[src/rtl/u8sd_pkg.sv]
`timescale 1ns / 1ps

package u8sd_pkg;

    localparam int BYTE_W   = 8;
    localparam int CHAR_W   = 22;
    localparam int USED_W   = 3;
    localparam int HELD_MAX = 3;
    localparam int ERR_BIAS = 256;

    // group queue between front and back
    localparam int Q_DEPTH = 4;
    localparam int Q_AW    = $clog2(Q_DEPTH);
    localparam int Q_CW    = $clog2(Q_DEPTH + 1);

    localparam logic [1:0] CONT_TAG = 2'b10;

    typedef struct packed {
        logic [BYTE_W-1:0] in_byte;
        logic              end_of_text;
    } in_beat_t;

    typedef struct packed {
        logic signed [CHAR_W-1:0] char_value;
        logic                     malformed;
        logic [USED_W-1:0]        bytes_used;
        logic                     run_end;
    } out_beat_t;

    typedef struct packed {
        logic signed [CHAR_W-1:0] char_value;
        logic                     malformed;
        logic [USED_W-1:0]        bytes_used;
    } result_t;

    // All results caused by one input byte: errors for the held bytes
    // (oldest first), then an optional final result.
    typedef struct packed {
        logic [HELD_MAX-1:0][BYTE_W-1:0] err_bytes;
        logic [1:0]                      num_err;
        logic                            has_last;
        result_t                         last;
    } group_t;

    // Sequence length a byte opens: 1..4, or 0 if it cannot open one.
    function automatic logic [2:0] seq_len(input logic [BYTE_W-1:0] b);
        logic [2:0] n;
        if (!b[7]) begin
            n = 3'd1;
        end else if (!b[6]) begin
            n = 3'd0;
        end else if (!b[5]) begin
            n = 3'd2;
        end else if (!b[4]) begin
            n = 3'd3;
        end else if (!b[3]) begin
            n = 3'd4;
        end else begin
            n = 3'd0;
        end
        return n;
    endfunction

    function automatic result_t err_result(input logic [BYTE_W-1:0] b);
        result_t r;
        r.char_value = {{(CHAR_W-BYTE_W){1'b0}}, b} - CHAR_W'(ERR_BIAS);
        r.malformed  = 1'b1;
        r.bytes_used = USED_W'(1);
        return r;
    endfunction

endpackage

[src/rtl/utf8_stream_decoder_unit.sv]
// Flow: a byte's group enters the queue at the accepting edge; its first result moves
//   into the output register once earlier groups have left and that register is free.
// Throughput: one byte per cycle while the queue has room; a byte that gives k results
//   takes k output beats, and the four-entry group queue absorbs bursts.
// Reset: aresetn low at a clock edge empties the queue, drops the held lead and clears
//   m_valid; the held byte contents are not cleared.
`timescale 1ns / 1ps

module utf8_stream_decoder_unit (
    input  logic                aclk,
    input  logic                aresetn,
    input  logic                s_valid,
    output logic                s_ready,
    input  u8sd_pkg::in_beat_t  s_data,
    output logic                m_valid,
    input  logic                m_ready,
    output u8sd_pkg::out_beat_t m_data
);
    import u8sd_pkg::*;

    logic   push_valid, push_ready;
    group_t push_group;
    logic   head_valid, pop;
    group_t head_group;

    u8sd_front u_front (
        .aclk       (aclk),
        .aresetn    (aresetn),
        .s_valid    (s_valid),
        .s_ready    (s_ready),
        .s_data     (s_data),
        .push_valid (push_valid),
        .push_group (push_group),
        .push_ready (push_ready)
    );

    u8sd_queue u_queue (
        .aclk       (aclk),
        .aresetn    (aresetn),
        .push_valid (push_valid),
        .push_ready (push_ready),
        .push_group (push_group),
        .head_valid (head_valid),
        .head_group (head_group),
        .pop        (pop)
    );

    u8sd_back u_back (
        .aclk       (aclk),
        .aresetn    (aresetn),
        .head_valid (head_valid),
        .head_group (head_group),
        .pop        (pop),
        .m_valid    (m_valid),
        .m_ready    (m_ready),
        .m_data     (m_data)
    );

endmodule

[src/rtl/u8sd_front.sv]
`timescale 1ns / 1ps

module u8sd_front (
    input  logic               aclk,
    input  logic               aresetn,
    input  logic               s_valid,
    output logic               s_ready,
    input  u8sd_pkg::in_beat_t s_data,
    output logic               push_valid,
    output u8sd_pkg::group_t   push_group,
    input  logic               push_ready
);
    import u8sd_pkg::*;

    logic [HELD_MAX-1:0][BYTE_W-1:0] held_reg, held_next;
    logic [1:0]                      count_reg, count_next;

    logic [BYTE_W-1:0] b;
    logic              eot;
    logic              is_cont;
    logic [2:0]        lead_len;
    logic [2:0]        new_len;
    logic              take_single;
    logic              accept;
    group_t            grp;
    logic [CHAR_W-1:0] cp;

    assign b        = s_data.in_byte;
    assign eot      = s_data.end_of_text;
    assign is_cont  = (b[7:6] == CONT_TAG);
    assign lead_len = seq_len(held_reg[0]);
    assign new_len  = seq_len(b);
    assign s_ready  = push_ready;
    assign accept   = s_valid && s_ready;

    always_comb begin
        case (lead_len)
            3'd2:    cp = {11'b0, held_reg[0][4:0], b[5:0]};
            3'd3:    cp = {6'b0, held_reg[0][3:0], held_reg[1][5:0], b[5:0]};
            default: cp = {1'b0, held_reg[0][2:0], held_reg[1][5:0], held_reg[2][5:0],
                           b[5:0]};
        endcase
    end

    always_comb begin
        grp.err_bytes = held_reg;
        grp.num_err   = 2'd0;
        grp.has_last  = 1'b0;
        grp.last      = '0;
        held_next     = held_reg;
        count_next    = count_reg;
        take_single   = 1'b0;

        if (count_reg != 2'd0) begin
            if (is_cont && (({1'b0, count_reg} + 3'd1) == lead_len)) begin
                grp.has_last        = 1'b1;
                grp.last.char_value = cp;
                grp.last.malformed  = 1'b0;
                grp.last.bytes_used = lead_len;
                count_next          = 2'd0;
            end else if (is_cont && !eot) begin
                // hold the continuation and wait for the rest
                case (count_reg)
                    2'd1:    held_next[1] = b;
                    default: held_next[2] = b;
                endcase
                count_next = count_reg + 2'd1;
            end else if (is_cont) begin
                grp.num_err  = count_reg;
                grp.has_last = 1'b1;
                grp.last     = err_result(b);
                count_next   = 2'd0;
            end else begin
                // broken sequence: drop the held bytes as errors, restart at b
                grp.num_err = count_reg;
                count_next  = 2'd0;
                take_single = 1'b1;
            end
        end else begin
            take_single = 1'b1;
        end

        if (take_single) begin
            case (new_len)
                3'd1: begin
                    grp.has_last        = 1'b1;
                    grp.last.char_value = {{(CHAR_W-BYTE_W){1'b0}}, b};
                    grp.last.malformed  = 1'b0;
                    grp.last.bytes_used = USED_W'(1);
                end
                3'd0: begin
                    grp.has_last = 1'b1;
                    grp.last     = err_result(b);
                end
                default: begin
                    if (eot) begin
                        grp.has_last = 1'b1;
                        grp.last     = err_result(b);
                    end else begin
                        held_next[0] = b;
                        count_next   = 2'd1;
                    end
                end
            endcase
        end
    end

    assign push_group = grp;
    assign push_valid = accept && ((grp.num_err != 2'd0) || grp.has_last);

    always_ff @(posedge aclk) begin
        if (!aresetn) begin
            count_reg <= 2'd0;
        end else if (accept) begin
            count_reg <= count_next;
        end
    end

    always_ff @(posedge aclk) begin
        if (accept) begin
            held_reg <= held_next;
        end
    end

endmodule

[src/rtl/u8sd_queue.sv]
`timescale 1ns / 1ps

module u8sd_queue (
    input  logic             aclk,
    input  logic             aresetn,
    input  logic             push_valid,
    output logic             push_ready,
    input  u8sd_pkg::group_t push_group,
    output logic             head_valid,
    output u8sd_pkg::group_t head_group,
    input  logic             pop
);
    import u8sd_pkg::*;

    group_t          entries_reg [Q_DEPTH];
    logic [Q_AW-1:0] wr_ptr_reg, rd_ptr_reg;
    logic [Q_CW-1:0] count_reg, count_next;
    logic            do_push, do_pop;

    assign push_ready = (count_reg != Q_CW'(Q_DEPTH));
    assign head_valid = (count_reg != '0);
    assign head_group = entries_reg[rd_ptr_reg];
    assign do_push    = push_valid && push_ready;
    assign do_pop     = pop && head_valid;

    always_comb begin
        count_next = count_reg;
        if (do_push && !do_pop) begin
            count_next = count_reg + Q_CW'(1);
        end else if (do_pop && !do_push) begin
            count_next = count_reg - Q_CW'(1);
        end
    end

    always_ff @(posedge aclk) begin
        if (!aresetn) begin
            wr_ptr_reg <= '0;
            rd_ptr_reg <= '0;
            count_reg  <= '0;
        end else begin
            if (do_push) begin
                wr_ptr_reg <= wr_ptr_reg + Q_AW'(1);
            end
            if (do_pop) begin
                rd_ptr_reg <= rd_ptr_reg + Q_AW'(1);
            end
            count_reg <= count_next;
        end
    end

    always_ff @(posedge aclk) begin
        if (do_push) begin
            entries_reg[wr_ptr_reg] <= push_group;
        end
    end

endmodule

[src/rtl/u8sd_back.sv]
`timescale 1ns / 1ps

module u8sd_back (
    input  logic                aclk,
    input  logic                aresetn,
    input  logic                head_valid,
    input  u8sd_pkg::group_t    head_group,
    output logic                pop,
    output logic                m_valid,
    input  logic                m_ready,
    output u8sd_pkg::out_beat_t m_data
);
    import u8sd_pkg::*;

    logic [1:0]  pos_reg, pos_next;
    logic        m_valid_reg;
    out_beat_t   m_data_reg, m_data_next;
    logic [2:0]  total;
    logic        is_last;
    logic        is_err;
    logic        load;
    logic [BYTE_W-1:0] err_byte;
    result_t     cur;

    assign total   = {1'b0, head_group.num_err} + {2'b0, head_group.has_last};
    assign is_last = ({1'b0, pos_reg} == (total - 3'd1));
    assign is_err  = (pos_reg < head_group.num_err);
    assign load    = head_valid && (!m_valid_reg || m_ready);
    assign pop     = load && is_last;

    always_comb begin
        case (pos_reg)
            2'd0:    err_byte = head_group.err_bytes[0];
            2'd1:    err_byte = head_group.err_bytes[1];
            default: err_byte = head_group.err_bytes[2];
        endcase
    end

    always_comb begin
        cur                    = is_err ? err_result(err_byte) : head_group.last;
        m_data_next.char_value = cur.char_value;
        m_data_next.malformed  = cur.malformed;
        m_data_next.bytes_used = cur.bytes_used;
        m_data_next.run_end    = is_last;
        pos_next               = is_last ? 2'd0 : pos_reg + 2'd1;
    end

    always_ff @(posedge aclk) begin
        if (!aresetn) begin
            m_valid_reg <= 1'b0;
            pos_reg     <= 2'd0;
        end else begin
            if (load) begin
                m_valid_reg <= 1'b1;
                pos_reg     <= pos_next;
            end else if (m_ready) begin
                m_valid_reg <= 1'b0;
            end
        end
    end

    always_ff @(posedge aclk) begin
        if (load) begin
            m_data_reg <= m_data_next;
        end
    end

    assign m_valid = m_valid_reg;
    assign m_data  = m_data_reg;

endmodule

[config.mk]
export PLATFORM = sky130hd
export DESIGN_NAME = utf8_stream_decoder_unit
export DESIGN_NICKNAME = d
export VERILOG_FILES = /design/src/rtl/u8sd_pkg.sv /design/src/rtl/utf8_stream_decoder_unit.sv /design/src/rtl/u8sd_front.sv /design/src/rtl/u8sd_queue.sv /design/src/rtl/u8sd_back.sv
export SDC_FILE = /design/constraint.sdc
export NUM_CORES = 1
export LEC_CHECK = 0
export ABC_AREA = 1
export BUFFER_PORTS_ARGS = -buffer_cell sky130_fd_sc_hd__clkbuf_2
export CAP_MARGIN = 15
export CORE_ASPECT_RATIO = 2
export CORE_MARGIN = 8
export CORE_UTILIZATION = 65
export DETAILED_ROUTE_END_ITERATION = 8
export GPL_TIMING_DRIVEN = 0
export PLACE_DENSITY = 0.83
export SYNTH_ARGS = -nofsm -noshare
export SYNTH_HDL_FRONTEND = slang
export SYNTH_SLANG_ARGS = --single-unit
[constraint.sdc]
create_clock -name aclk -period 6.03 [get_ports aclk]
set_input_delay 1.206 -clock aclk [delete_from_list [all_inputs] [get_ports aclk]]
set_output_delay 1.206 -clock aclk [all_outputs]
set_load 0.01 [all_outputs]
==> metrics.yaml, run 1 <==
status: "finished, final reports clean"
synth_edf_count: 258
grt_first_pass_wirelength_um: 40600
clock_latency_ns: 0.52
drcViolationCount: 0
drt_wl_total_um: 27300
critical_path.cell_chain: "inv_1 -> buf_2 -> buf_2 -> buf_2 -> nand2_1 -> a32o_1 -> ha_1 -> ha_1 -> xnor2_1 -> nor3b_2 -> nand2_1 -> ha_1 -> inv_1 -> fa_1 -> a21oi_1 -> o21ai_0 -> o21ai_0 -> a21oi_1"
ant_nets: 0
synth_ff_type: "edfxtp_1"
hp-class: "reg -> reg"
leakage_nw: 4.33
crit_family: "buffers and inverters"
vdd_ir_drop_max_mv: 0.272
cp-start-kind: "flop"
highest_layer: "met4"
clockRootBuffer: "clkbuf_16"
wire_per_inst_um: 23.9
wl_met3_um: 2330
drive_gt1_frac: 0.160
vias_per_cell: 6.51
tns_ns: 0
cp_slowest_cell: "dfxtp_1"
fin_crit_sh: 0.624
design_area_um2: 12400
vias: 7452
cts_num_sinks: 272
totalPowerFinal_w: 0.00518
initial_core_util: 0.662
cp-end-kind: "flop"
synth-seq-cells: 272
slowest_delay_ns: 0.41
yosys_warnings: 0
areaGrowthSynthToFinish_pct: 12.4
cts_buffers: 22
grt_pass1_vias: 7127
die_h_um: 200
layout_min_cycle_time_ns: 3.76
synth_cell_type_count: 40
cts_tree: "built"
io_buffers: 40
grt-ovfl-total: 0
async_flop_share: 0
pre_cts_slack_ns: 2.33
yosys.area.top_type: "edfxtp_1"
synth_most_common_cell: "edfxtp_1"
yosys.area.top_type_share: 0.701
crit_buf_inv: 5
htreeDepth: 1
cp.required_ns: 6.43
antenna_found_initial: 0
die_area_um2: 21700
postSynthCellCount: 850
dpl-instance-area_um2: 11700
cp.arrival_ns: 4.16
num_antenna_cells: 0
clock.fmax_mhz: 266
syn_nets: 877
cts_max_path_buffers: 3
gp_congestion: 0.999
row_count: 67
core-area_um2: 16700
fin_nets: 948
wl_met2_um: 14500
largest_reg_flops: 208
netlist_area_um2: 11100
dp_hpwl_um: 18500
max_slew_margin: 0.363
drt_pass1_iterations: 7
yosys-top-cells-count: "edfxtp_1, nor2_1, o21ai_0"
hold_buffers: 0
avgSynthCellArea_um2: 13.0
path_class: "reg -> reg"
setup_ws_ns: 2.27
worst_slew_pin_slew_ns: 0.953
yosysSeqAreaShare: 0.726
powerDensity_nw_per_um2: 417
grt_max_degree: 31
hold_viol: 0
path_max_fanout: 10
drv_cap: 0
gr-usage-all-layers: 0.249
clkSlewWorstSetupHoldPaths_ns: 0.07
drt-met1-wl_um: 8890
worst_clock_skew_ns: 0.0127
rsz0062_at_grt: "no"
die_w_um: 108
ys_top_cells_by_area: "edfxtp_1, o21ai_0, nor2_1"
io_pins: 42
maxSlewViolCount: 0
ctsResizeCount: 0
setup_violations: 0
final_util: 0.745
cts_setup_buffers: 0
drtIter0Drc: 827
layer usage:
layer  up-vias  global-route usage
met5         -                   0
met4         0               0.157
met3        96              0.0408
met2       473               0.435
met1      3647               0.267
li1       3236                   -
per-stage QoR:
step | hold slack (ns) | cells
final | 0.493 | 1144
after global routing | 0.514 | 1144
after detailed placement | 0.481 | 1104
after global placement | 0.456 | 1097
after floorplan | 0.442 | 850
after CTS | 0.494 | 1144
final timing paths:
| path | start | endpoint | slack (ns) | cells past startpoint |
|---|---|---|---|---|
| worst max-delay path | flop | u_queue.count_reg[2] | 2.27 | 18 |
| worst min-delay path | u_front.count_reg[1] | u_front.count_reg[1] | 0.49 | 2 |
| worst max register to register | flop | u_queue.count_reg[2] | 2.27 | 18 |
| worst min register to register | u_front.count_reg[1] | u_front.count_reg[1] | 0.49 | 2 |
logic make-up (layout without fill, tap and decap cells):
group / Yosys count / in the layout / synth area share
fa+ha+maj: 14 / 14 / 0.0165
buf+inv: 99 / 186 / 0.0383
compound gates: 212 / 212 / 0.118
flops: 272 / 272 / 0.726
xor+xnor: 3 / 3 / 0.00238
simple gates: 250 / 250 / 0.0986
placed cells by master, fill, tap and decap left out, types with 6 or more instances in the layout:
| master | instances |
|---|---|
| nor2_1 | 132 |
| o22ai_1 | 38 |
| a21oi_1 | 20 |
| o221ai_1 | 7 |
| edfxtp_1 | 258 |
| nand2_1 | 72 |
| nand2_2 | 12 |
| nor2_4 | 6 |
| clkbuf_1 | 23 |
| clkbuf_16 | 23 |
| nand3_1 | 14 |
| o221ai_2 | 10 |
| a41oi_1 | 8 |
| inv_2 | 9 |
| clkbuf_2 | 40 |
| inv_1 | 47 |
| o21ai_0 | 117 |
| dfxtp_1 | 14 |
| ha_1 | 13 |
| buf_2 | 12 |
where the power goes:
part           internal (W)  leakage (nW)  switching (W)
combinational      0.000408          1.52       0.000870
sequential          0.00239          2.47      0.0000808
clock              0.000786         0.340       0.000645
tightest hold or removal path, delay by kind of cell (launching register included):
| kind | cells | cell delay, ns |
|---|---|---|
| compound gates | 1 | 0.06 |
| flops | 1 | 0.33 |
| simple gates | 1 | 0.06 |
layout make-up:
| class | count | area [um^2] |
|---|---|---|
| Buffer | 42 | 206 |
| Clock buffer | 26 | 587 |
| Clock inverter | 14 | 126 |
| Fill cell | 1030 | 4260 |
| Inverter | 57 | 216 |
| Multi-Input combinational cell | 479 | 2650 |
| Sequential cell | 272 | 8030 |
| Tap cell | 207 | 259 |
| Timing Repair Buffer | 47 | 355 |
Note: power is estimated with default switching activity, not from simulation.
==> run 2: changes to the inputs <==
CORE_UTILIZATION = 55   (was 65)
PLACE_DENSITY = 0.75   (was 0.83)
clock period = 3.1 ns   (was 6.03 ns; I/O delays follow)
==> metrics.yaml, run 2 (synthesized netlist as in run 1, its figures left out) <==
htreeDepth: 1  # unchanged
ant_nets: 0  # unchanged
path_class: "reg -> reg"
maxSlewViolCount: 0  # unchanged
die_h_um: 216  # +8.0%
gp_congestion: 0.920  # -7.9%
fin_nets: 948  # unchanged
gr-usage-all-layers: 0.208  # -0.0416
dpl-instance-area_um2: 11700  # +0.14%
cp-end-kind: "flop"
layout_min_cycle_time_ns: 3.01  # -0.751 ns
die_w_um: 116  # +7.4%
mostFrequentLayoutCell: "edfxtp_1"
hold_depth: 1  # -1
clock.fmax_mhz: 332  # +25%
drcViolationCount: 0  # unchanged
wire_per_inst_um: 22.0  # -8.0%
mostFrequentLayoutCells: "edfxtp_1, nor2_1, o21ai_0, nand2_1, inv_1"
grt_first_pass_wirelength_um: 39000  # -3.9%
drtIter0Drc: 681  # -18%
vdd_ir_drop_max_mv: 0.524  # +93%
die_area_um2: 25200  # +16%
fin_crit_sh: 0.971  # +0.347
clock_latency_ns: 0.52  # about the same
reg2reg_depth: 11  # -7
row_count: 73  # +9.0%
drv_cap: 0  # unchanged
antenna_found_initial: 0  # unchanged
grt_max_degree: 29  # -6.5%
io_buffers: 40  # unchanged
setup_violations: 0  # unchanged
powerDensity_nw_per_um2: 797  # +91%
max_slew_margin: 0.364  # +0.000445
p_int_w: 0.00695  # +94%
num_antenna_cells: 0  # unchanged
initial_core_util: 0.558  # -0.105
cts_max_path_buffers: 3  # unchanged
drive_gt1_frac: 0.169  # +0.00926
drt_wl_total_um: 26300  # -3.9%
core-area_um2: 19800  # +19%
areaGrowthSynthToFinish_pct: 13.4
clockRootBuffer: "clkbuf_16"
drt_pass1_iterations: 5  # -2
hold_buffers: 0  # unchanged
switching_share: 0.304  # -0.00443
p_switching_w: 0.00303  # +90%
path_max_fanout: 28  # +18
dp_hpwl_um: 17900  # -3.4%
hold_viol: 0  # unchanged
design_area_um2: 12500  # +0.91%
tns_ns: 0  # unchanged
cts_tree: "built"
status: "finished, final reports clean"
seqPwrFrac: 0.481  # +0.004
combPwrFrac: 0.256  # +0.009
cp.arrival_ns: 3.21  # -0.95 ns
vias_per_cell: 5.96  # -8.5%
largest_reg_flops: 208  # unchanged
cts_num_sinks: 272  # unchanged
vias: 7124  # -4.4%
clockPowerShare: 0.263  # -0.013
rsz0062_at_grt: "yes"
clkSlewWorstSetupHoldPaths_ns: 0.06  # about the same
cp.required_ns: 3.30  # -3.13 ns
hp-class: "in -> reg"
io_pins: 42  # unchanged
cts_buffers: 22  # unchanged
cp-start-kind: "flop"
leakage_nw: 4.35  # +0.40%
worst_slew_pin_slew_ns: 0.952  # -0.000665 ns
worst_clock_skew_ns: 0.0118  # -0.000875 ns
grt_pass1_vias: 6941  # -2.6%
grt-ovfl-total: 0  # unchanged
run 2: cell count changes in the layout (fill, tap and decap cells not counted), moves of 3 or more:
cell,delta
buf_12,+3
dfxtp_1,-3
clkinv_2,-3
buf_4,+3
buf_2,-4
o21ai_0,-3
ha_1,-3
clkinvlp_4,-3
run 2: layout make-up:
| cell class | count | area (um^2) |
|---|---|---|
| plain buffers | 40 | 272 |
| clock buffers | 27 | 591 |
| clock inverters | 9 | 71.3 |
| fillers | 1503 | 7280 |
| inverters | 57 | 221 |
| multi-input cells | 479 | 2690 |
| flip-flops and latches | 272 | 8040 |
| well taps | 262 | 328 |
| repair buffers | 49 | 330 |
run 2: stage by stage:
step	std cells	total power, W	setup WS (ns)	utilization	hold WS (ns)
6_report	1195	0.00999	0.0893	0.632	0.355
5_1_grt	1195	0.0104	-0.0837	0.632	0.342
4_1_cts	1195	0.00993	0.000317	0.630	0.336
3_5_place_dp	1157	0.00730	-0.620	0.592	0.460
3_3_place_gp	1152	0.00717	-1.51	0.585	0.455
2_1_floorplan	850	0.00635	-0.126	-	0.442
run 2: power by group through the flow:
stage	registers (W)	logic [W]	clock network [W]
after floorplan	0.00495	0.00139	0
after global placement	0.00489	0.00228	0
after detailed placement	0.00488	0.00242	0
after CTS	0.00480	0.00247	0.00265
after global routing	0.00484	0.00276	0.00277
final	0.00480	0.00256	0.00263
run 2: path summary, 6_finish.rpt:
kind                                end              startpoint  slack, ns
max          u_queue.entries_reg[1][34]  u_front.push_group[34]       0.09
min              u_front.push_group[37]               s_data[1]       0.36
max reg2reg  u_queue.entries_reg[1][34]  u_front.push_group[34]       0.09
min reg2reg                        flop   u_queue.rd_ptr_reg[1]       0.48
run 2: what timing repair did:
action / in CTS / in global routing
setup buffers: 3 / 1
gates resized for setup: 28 / 13
hold endpoints to repair: 0 / 0
pin swaps: 3 / 2
setup endpoints to repair: 114 / 111
run 2: layer usage:
| layer | share of wire | wire [um] | global-route usage | vias up |
|---|---|---|---|---|
| li1 | - | - | - | 3228 |
| met1 | 0.35 | 9140 | 0.228 | 3525 |
| met2 | 0.55 | 14500 | 0.382 | 312 |
| met3 | 0.061 | 1590 | 0.0201 | 59 |
| met4 | 0.039 | 1010 | 0.103 | 0 |
| met5 | 0 | 0 | 0 | - |
run 2: worst max-delay path, stage by stage, from the launching register on:
cell and delay, ns:
edfxtp_1 0.59, nand3_2 0.17, nand2_2 0.12, nand2_1 0.07
nand2_2 0.12, nand3_2 0.10, nand2_1 0.08, nand2_2 0.09
nand3_4 0.12, nand2_2 0.15, nor2_4 0.76, buf_12 0.30
